## config.mk

```make
export PLATFORM = sky130hd
export DESIGN_NAME = tdlex_step
export DESIGN_NICKNAME = d
export VERILOG_FILES = /design/src/tdlex_pkg.sv /design/src/tdlex_step.sv
export SDC_FILE = /design/constraint.sdc
export NUM_CORES = 1
export LEC_CHECK = 0
export ABC_AREA = 1
export BUFFER_PORTS_ARGS = -buffer_cell sky130_fd_sc_hd__buf_2
export CAP_MARGIN = 20
export CORE_AREA = 5 5 42 44
export DETAILED_ROUTE_END_ITERATION = 7
export DIE_AREA = 0 0 47 49
export PLACE_DENSITY = 0.72
export SYNTH_ARGS = -nofsm -noshare
export SYNTH_HDL_FRONTEND = slang
export SYNTH_SLANG_ARGS = --single-unit
```

## constraint.sdc

```tcl
create_clock -name vclk -period 1
set_input_delay 0.15 -clock vclk [all_inputs]
set_output_delay 0.15 -clock vclk [all_outputs]
set_load 0.005 [all_outputs]
```

## src/tdlex_pkg.sv

```systemverilog
`default_nettype none

package tdlex_pkg;

  // Fixed field widths
  localparam int unsigned CHAR_W  = 8;
  localparam int unsigned STATE_W = 4;
  localparam int unsigned TYPE_W  = 4;

  // Default geometry of the action table
  localparam int unsigned STATES_DEF   = 16;
  localparam int unsigned ALPHABET_DEF = 256;

  // Column used for end of input, and the token type limit
  localparam logic [CHAR_W-1:0] EOF_CODE    = 8'd0;
  localparam int unsigned       TOKEN_TYPES = 16;

  typedef enum logic [1:0] {
    CMD_CHAR    = 2'd0,
    CMD_WRITE   = 2'd1,
    CMD_RESTART = 2'd2
  } cmd_e;

  typedef enum logic [1:0] {
    CA_ADD     = 2'd0,
    CA_PUTBACK = 2'd1,
    CA_IGNORE  = 2'd2,
    CA_ERROR   = 2'd3
  } char_act_e;

  typedef enum logic [1:0] {
    BA_KEEP   = 2'd0,
    BA_CLEAR  = 2'd1,
    BA_RETURN = 2'd2
  } buf_act_e;

  typedef struct packed {
    logic [1:0]         char_action;
    logic [1:0]         buffer_action;
    logic               set_type;
    logic [TYPE_W-1:0]  new_type;
    logic [STATE_W-1:0] next_state;
  } entry_t;

  localparam entry_t ERR_ENTRY = '{
    char_action:   CA_ERROR,
    buffer_action: BA_KEEP,
    set_type:      1'b0,
    new_type:      '0,
    next_state:    '0
  };

  typedef struct packed {
    logic              char_taken;
    logic              append_char;
    logic [CHAR_W-1:0] out_char;
    logic              clear_token;
    logic              token_done;
    logic [TYPE_W-1:0] token_type;
    logic              lex_error;
    logic              input_ended;
  } result_t;

endpackage

`default_nettype wire

```

## src/tdlex_step.sv

```systemverilog
`default_nettype none

module tdlex_step (
  input  wire tdlex_pkg::entry_t                   entry_i,
  input  wire logic                                miss_i,
  input  wire logic [tdlex_pkg::CHAR_W-1:0]        char_i,
  input  wire logic                                eoi_i,
  input  wire logic [tdlex_pkg::TYPE_W-1:0]        cur_type_i,
  output tdlex_pkg::result_t                       res_o,
  output logic [tdlex_pkg::STATE_W-1:0]            next_state_o,
  output logic [tdlex_pkg::TYPE_W-1:0]             next_type_o
);

  tdlex_pkg::entry_t               ent;
  tdlex_pkg::result_t              res;
  logic [tdlex_pkg::TYPE_W-1:0]    typ;

  always_comb begin
    ent = miss_i ? tdlex_pkg::ERR_ENTRY : entry_i;
    typ = cur_type_i;
    res = '0;
    res.char_taken  = 1'b1;
    res.input_ended = eoi_i;
    next_state_o    = '0;

    if (ent.char_action == tdlex_pkg::CA_ERROR) begin
      res.lex_error   = 1'b1;
      res.clear_token = 1'b1;
      typ             = '0;
    end else begin
      case (ent.char_action)
        tdlex_pkg::CA_ADD: begin
          res.append_char = 1'b1;
          res.out_char    = char_i;
        end
        tdlex_pkg::CA_PUTBACK: begin
          res.char_taken = eoi_i;   // nothing to resend at end of input
        end
        default: ;
      endcase
      case (ent.buffer_action)
        tdlex_pkg::BA_CLEAR:  res.clear_token = 1'b1;
        tdlex_pkg::BA_RETURN: res.token_done  = 1'b1;
        default: ;
      endcase
      if (eoi_i) begin
        res.token_done = 1'b1;
      end
      if (ent.set_type) begin
        typ = ent.new_type;
      end
      next_state_o = ent.next_state;
    end

    res.token_type = typ;
    next_type_o    = res.token_done ? '0 : typ;
    res_o          = res;
  end

endmodule

`default_nettype wire

```

Yosys cells after proc, flatten, opt, wreduce, memory -nomap -nowiden --
Cells that the tools add are included.
Storage, ports and cells: register bits 0, logic and storage cells 19
Operators by class: equal/unequal tests 4, multiplexer cells 14, reduce and logical (&&, ||, !) cells 1
Operators with widths (count):
- 4-bit 2-to-1 mux | 4
- 13-bit 2-to-1 mux | 1
- 10-bit 2-to-1 mux | 1
- 9-bit 2-to-1 mux | 1
- 1-bit 2-to-1 mux | 7
- 2-bit by 1-bit == test with 1-bit output (second input constant) | 2
- 2-bit == test (second input constant) | 2
- 2-bit zero test | 1

Logic depth before layout (Yosys ltp) --
Gate-level depths: netlist of run 1.
depth after elaboration 6, mapped depth 5, gate-level depth less buffers 5

Worst setup path before layout of run 1 --
No wires, ideal clock.
kind input -> output, start input port entry_i[12] (netlist name), end output port res_o[6] (netlist name), arrival 548 ps, setup slack 302 ps, cell stages on the path 3, cell sequence a21oi_4 -> inv_2 -> a21oi_1
RTL lines:
- start, declared | RTL line tdlex_step.sv:4 | input wire tdlex_pkg::entry_t entry_i,
- end, declared | RTL line tdlex_step.sv:9 | output tdlex_pkg::result_t res_o,

Worst setup path after layout of run 1 --
start input port entry_i[11] (netlist name), end output port next_type_o[1] (netlist name)
On the way: cells in the longest elaborated chain, start to end 4, elaborated cells between the ends (all ways) 5, those cells by class eq/ne: 1; mux: 4
Ends and longest elaborated chain:
- 13-bit 2-to-1 mux (*) | RTL line tdlex_step.sv:19 | ent = miss_i ? tdlex_pkg::ERR_ENTRY : entry_i;
- 2-bit == test (*) | RTL line tdlex_step.sv:26 | if (ent.char_action == tdlex_pkg::CA_ERROR) begin
- 4-bit 2-to-1 mux / 1-bit 2-to-1 mux (equally long branches) | RTL line tdlex_step.sv:26
- 4-bit 2-to-1 mux (*) | RTL line tdlex_step.sv:56 | next_type_o = res.token_done ? '0 : typ;
- end, declared | RTL line tdlex_step.sv:11 | output logic [tdlex_pkg::TYPE_W-1:0] next_type_o
Every way passes the cells marked *; elsewhere a longest branch is shown, timed or not.

==> results of run 1 <==
## per-stage QoR
step	hold slack, ps	setup TNS [ps]	area, um^2	power (W)	setup slack [ps]
floorplan	370	0	289	0.0000823	302
CTS	489	0	567	0.000192	12.1
finish	487	0	621	0.000211	10.4
detailed placement	489	0	567	0.000192	12.4
global placement	484	0	567	0.000188	31.2
global route	490	-348	621	0.000241	-73.0
## area by class of cell
cell class         count  area [um^2]
fillers              153          781
inverters             29          109
multi-input cells     37          204
well taps             16         20.0
repair buffers        53          288
## worst max-delay path by stage
stage               depth (start not counted)              to  slack, ps         from
CTS                                         5  next_type_o[1]         10  entry_i[12]
finish                                      5  next_type_o[1]         10  entry_i[11]
global route                                5  next_type_o[1]        -70  entry_i[11]
floorplan                                   3        res_o[6]        300  entry_i[12]
detailed placement                          5  next_type_o[1]         10  entry_i[12]
global placement                            5  next_type_o[0]         30  entry_i[12]
## kinds of logic after synthesis
kind of cell / share of synthesized area (%)
buf+inv: 40.3
compound gates: 9.09
simple gates: 50.7
## repair_timing
item,4_1_cts,5_1_grt
setup buffers,0,0
endpoints found under the hold margin,0,0
gates resized for setup,0,15
setup endpoints to repair,0,18
## power groups by stage
stage,Clock (W),Combinational [W],Sequential [W]
2_1_floorplan,0,0.0000823,0
3_3_place_gp,0,0.000188,0
3_5_place_dp,0,0.000192,0
4_1_cts,0,0.000192,0
5_1_grt,0,0.000241,0
6_report,0,0.000211,0
## routing by layer
metal | vias to the layer above | routed length, um | GRT usage (%)
li1 | 285 | - | -
met1 | 210 | 425 | 9.57
met2 | 34 | 578 | 18.1
met3 | 0 | 227 | 1.48
met4 | 0 | 0 | 0
met5 | - | 0 | 0
## layout by cell type, fill, tap and decap left out, drive strengths merged
cell,synthesis,layout
a21oi,2,2
buf,1,53
inv,29,29
nand2,9,9
nand3,7,7
nor2,17,17
o21ai,1,1
or2,1,1
==> reports/qor.csv, run 1 <==
metric,value,unit
ios,53,
track_usage,8.98,%
status,"complete, no violations",
syn-num-nets,94,
dr.pass1.iters,2,
hold_depth,2,
seq_area,0,um^2
place_inst,135,
grt_antenna_before_repair,0,
drtAntennaViolNets,0,
hold_viol,0,
drc,0,
hold_end,res_o[0],
cp_max_fo,6,
dp_hpwl,1110,um
fmax,1010,MHz
wl_per_cell,9.12,um
synth_cell_types,12,
ys_warn_count,0,
cts_hold_buf,0,
start_kind,primary input,
p_sw,0.000105,W
io_buffers,53,
ys_seq_area_share,0,%
arrival,840,ps
layoutNonFillerInstCount,135,
postSynthAreaPerCell,4.31,um^2
seqPwrFrac,0,%
path_cells,"buf_8, a21oi_4, nand3_2, nor2_2, buf_2",
clock_buffers,0,
worstHoldPathType,primary input to primary output,
ir_drop,0.000133,V
p_sw_share,49.5,%
cp_top_family,compound AO/OA/AOI/OAI gates,
die_width,47,um
num_rows,14,
drive_gt1_share,55.5,%
clock_power_share,0,%
max_slew_margin,84.4,%
report.final.slew_viol_count,0,
fin_crit,990,ps
drt-total-wl,1230,um
netlist_area,289,um^2
drv_cap,0,
layout.nets,148,
synthTopCellsByArea,"inv_1 (35%), nor2_1 (22%), nand3_1 (10%)",
critPathBufInv,2,
p_per_area,341,nW/um^2
via_per_inst,3.92,
yosysMostFrequentCell,inv_1,
finalCritPeriodShare,99.0,%
grt_pass1_wl,1710,um
syn_inst,67,
grt_max_degree,10,
grt_overflow,0,
grt_pass1_vias,492,
crit_slowest_cell,a21oi_4,
num_vias,529,
p_int,0.000107,W
antenna_cells,0,
tightest_slew,233,ps
dieArea,2300,um^2
synth.largest_area_cell,inv_1,
min-delay-start,eoi_i,
chipHeight,49,um
power.share.combinational,100.0,%
synth_common_cells,"inv_1 (27), nor2_1 (17), nand2_1 (8)",
drt_iter0_markers,1,
max_stage_delay,240,ps
critPathRequiredTime,850,ps
critPathKind,primary input to primary output,
rsz0062_at_grt,true,
gp_congestion,0.742,
cellLeakagePower,0.490,nW
end_kind,primary output,
finalSetupViolations,0,
synth.top_cell.area_share,35.1,%
seq_cells,0,
area_growth,115,%
core-area,1400,um^2
final_util,44.3,%
start_util,20.6,%
(Power assumes the default switching activity.)
==> run 2, diff against run 1 <==
--- a/config.mk
+++ b/config.mk
@@ -11,7 +11,8 @@
 export CORE_AREA = 5 5 42 44
 export DETAILED_ROUTE_END_ITERATION = 7
 export DIE_AREA = 0 0 47 49
-export PLACE_DENSITY = 0.72
+export PLACE_DENSITY_LB_ADDON = 0.08
+export SETUP_SLACK_MARGIN = 0.4
 export SYNTH_ARGS = -nofsm -noshare
 export SYNTH_HDL_FRONTEND = slang
 export SYNTH_SLANG_ARGS = --single-unit
==> constraint.sdc (replaced) <==
create_clock -name vclk -period 1.2
set_input_delay 0.18 -clock vclk [all_inputs]
set_output_delay 0.18 -clock vclk [all_outputs]
set_load 0.005 [all_outputs]
==> run 2 against run 1 <==
Against the previous run:
- non-clock buffer count did not move
- first-iteration DRC count rose to 4.0 times the previous value
- total power fell by 9.2%
- count of clock-buffer cells in the layout did not move
- largest cell class unchanged
==> reports/qor.csv, run 2 (synthesized netlist as in run 1, its figures left out) <==
metric,value,unit
postCtsSetupBuffers,0,
max_stage_delay,230,ps
start_kind,primary input,
ir_drop,0.0000925,V
status,"complete, no violations",
p_per_area,291,nW/um^2
seq_cells,0,
drc,0,
io_buffers,53,
final_common_cell,buf_2,
finalSetupViolations,0,
track_usage,9.12,%
cp_max_fo,6,
fill_cells,153,
cellLeakagePower,0.502,nW
report.final.slew_viol_count,0,
drv_cap,0,
postPlaceCellArea,567,um^2
grt_pass1_wl,1720,um
antenna_cells,0,
dp_hpwl,994,um
drt_iter0_markers,4,
place_inst,135,
gp_congestion,0.632,
via_per_inst,3.85,
final_area,659,um^2
drtAntennaViolNets,0,
hold_viol,0,
area_growth,128,%
fmax,961,MHz
ios,53,
path_cells,"buf_8, a21oi_4, inv_2, a21oi_2, buf_2",
dr.pass1.iters,2,
layout.nets,149,
drt-total-wl,1250,um
crit_slowest_cell,a21oi_4,
end_kind,primary output,
fin_crit,1040,ps
cp_top_family,compound AO/OA/AOI/OAI gates,
drive_gt1_share,57.5,%
seq_area,0,um^2
critPathRequiredTime,1020,ps
die_width,47,um
grt_pass1_vias,414,
finalCritPeriodShare,86.7,%
layoutNonFillerInstCount,136,
critPathKind,primary input to primary output,
layout_common_cells,"buf_2 (48), inv_1 (26), nor2_1 (12)",
wl_per_cell,9.20,um
rsz0062_at_grt,true,
worstHoldPathType,primary input to primary output,
chipHeight,49,um
num_vias,524,
tightest_slew,217,ps
grt_antenna_before_repair,0,
num_rows,14,
arrival,860,ps
start_util,20.6,%
grt_max_degree,7,
core-area,1400,um^2
grt_overflow,0,
max_slew_margin,85.5,%
clock_buffers,0,
tns,0,ps
critPathBufInv,3,
dieArea,2300,um^2
## run 2: cell count changes in the layout (fill, tap and decap cells not counted), moves of 2 or more
| cell | previous run | this run |
|---|---|---|
| nand3_2 | 5 | 3 |
| nor2_1 | 14 | 12 |
| buf_2 | 50 | 48 |
| nand3_1 | 2 | 4 |
## run 2: stage by stage
step	hold WS [ps]	worst slack (ps)	total power [W]	utilization, %
after floorplan	430	442	0.0000686	-
after global placement	545	166	0.000158	40.4
after detailed placement	549	144	0.000159	40.4
after CTS	550	171	0.000178	44.1
after global routing	556	97.3	0.000213	47.1
final	547	159	0.000192	47.1
## run 2: path summary, 6_finish.rpt
path	from	endpoint	depth (start not counted)	slack, ps
worst max-delay path	entry_i[12]	res_o[6]	5	160
worst min-delay path	eoi_i	res_o[0]	2	550
## run 2: final cells by class
class / count / area (um^2) / area share [%]
inverter: 29 / 109 / 16.5
multi-input combinational: 38 / 218 / 33.0
tap: 16 / 20.0 / 3.04
timing repair buffer: 53 / 313 / 47.4
## run 2: timing repair
item,4_1_cts,5_1_grt
cloned,1,0
pin swaps,6,5
hold buffers,0,0
setup endpoints to repair,25,25
resized for setup,14,11
## run 2: power by group
group | switching, W | leakage [nW] | internal [W]
combinational | 0.0000924 | 0.502 | 0.0000996
clock | 0 | 0 | 0
sequential | 0 | 0 | 0
total | 0.0000924 | 0.502 | 0.0000996
## run 2: routing by layer
metal  GRT usage (%)  up-vias  wire length, um
li1                -      290                -
met1            11.3      204              448
met2            17.4       30              623
met3           0.369        0              179
met4               0        0                0
met5               0        -                0
==> run 3, diff against run 2 <==
--- a/config.mk
+++ b/config.mk
@@ -6,12 +6,11 @@
 export NUM_CORES = 1
 export LEC_CHECK = 0
 export ABC_AREA = 1
-export BUFFER_PORTS_ARGS = -buffer_cell sky130_fd_sc_hd__buf_2
 export CAP_MARGIN = 20
 export CORE_AREA = 5 5 42 44
 export DETAILED_ROUTE_END_ITERATION = 7
 export DIE_AREA = 0 0 47 49
-export PLACE_DENSITY_LB_ADDON = 0.08
+export DONT_BUFFER_PORTS = 1
 export SETUP_SLACK_MARGIN = 0.4
 export SYNTH_ARGS = -nofsm -noshare
 export SYNTH_HDL_FRONTEND = slang
==> run 3 against run 2 <==
Against the previous run:
- critical path depth decreased by 2
- count of clock-buffer cells in the layout unchanged
- sequential cell count unchanged
- via count is 31% lower
- die area unchanged
- hold slack lost 190 ps
- sequential share of layout area unchanged
- final cell count shrank 39%
- global-route usage fell by 1.6 points
- final area is 50% lower
- largest cell class is now multi-input gates
- core utilization fell by 24 points
- first-iteration DRC count is 25% lower
==> reports/qor.csv, run 3 (synthesized netlist as in run 1, its figures left out) <==
metric,value,unit
wl_per_cell,12.5,um
cellLeakagePower,0.244,nW
core-area,1400,um^2
via_per_inst,4.36,
report.final.slew_viol_count,0,
track_usage,7.51,%
die_width,47,um
p_sw_share,68.7,%
drtAntennaViolNets,0,
p_per_area,267,nW/um^2
layout.nets,96,
dp_hpwl,861,um
grt_overflow,0,
num_rows,14,
hold_viol,0,
arrival,630,ps
final_util,23.5,%
critPathKind,primary input to primary output,
worstHoldPathType,primary input to primary output,
grt_antenna_before_repair,0,
grt_pass1_wl,1420,um
drv_cap,0,
chipHeight,49,um
grt_max_degree,10,
fin_crit,813,ps
start_kind,primary input,
seqPwrFrac,0,%
end_kind,primary output,
rsz0062_at_grt,true,
drive_gt1_share,20.9,%
ir_drop,0.0000718,V
drt_iter0_markers,3,
dieArea,2300,um^2
antenna_cells,0,
finalSetupViolations,0,
seq_area,0,um^2
postPlaceCellArea,302,um^2
clock_buffers,0,
postCtsSetupBuffers,0,
io_buffers,0,
p_sw,0.0000603,W
p_int,0.0000275,W
final_area,329,um^2
tns,0,ps
clock_power_share,0,%
fmax,1230,MHz
critPathRequiredTime,1020,ps
seq_cells,0,
area_growth,13.9,%
max_slew_margin,82.5,%
start_util,20.6,%
dr.pass1.iters,2,
status,"complete, no violations",
num_vias,362,
grt_pass1_vias,345,
finalCritPeriodShare,67.8,%
power.share.combinational,100.0,%
drt-total-wl,1030,um
drc,0,
ios,53,
gp_congestion,0.764,
holdWs,360,ps
tightest_slew,259,ps
final_common_cell,inv_1,
layout_common_cells,"inv_1 (27), nor2_1 (10), nand2_1 (8)",
cp_max_fo,6,
-- run 3: cell types whose count changed in the layout (fill, tap and decap cells not counted), sizes merged --
cell  delta
buf     -53
-- run 3: layout make-up --
type / count / area (um^2)
fillers: 169 / 1070
multi-input cells: 38 / 200
inverters: 29 / 109
well taps: 16 / 20.0
-- run 3: worst paths after layout --
| kind | from | end | cells past startpoint |
|---|---|---|---|
| min | eoi_i | res_o[0] | 0 |
| max | entry_i[12] | next_type_o[1] | 3 |
-- run 3: what timing repair did --
item                                   in CTS  in global routing
setup endpoints to repair                  13                 22
resized for setup                           2                  7
hold buffers                                0                  0
endpoints found under the hold margin       0                  0
pin swaps                                   1                  1
gates cloned                                0                  1
-- run 3: metal layers --
metal | share of wire (%) | GRT usage (%)
met4 | 0 | 0
met2 | 51 | 14.3
met1 | 38 | 8.91
met3 | 10 | 1.11
met5 | 0 | 0
-- run 3: power groups by stage --
stage                     combinational [W]  clock [W]  sequential, W
after floorplan                   0.0000686          0              0
after global placement            0.0000773          0              0
after detailed placement          0.0000791          0              0
after CTS                         0.0000816          0              0
after global routing               0.000103          0              0
final                             0.0000878          0              0
-- run 3: stage by stage --
| step | setup WS (ps) | total power (W) | cells |
|---|---|---|---|
| 2_1_floorplan | 442 | 0.0000686 | 67 |
| 3_3_place_gp | 378 | 0.0000773 | 82 |
| 3_5_place_dp | 363 | 0.0000791 | 82 |
| 4_1_cts | 364 | 0.0000816 | 82 |
| 5_1_grt | 314 | 0.000103 | 83 |
| 6_report | 387 | 0.0000878 | 83 |
-- run 3: worst max-delay path: stages --
cell and delay, ps:
a21oi_4 200, nand3_1 140, nor2_2 120
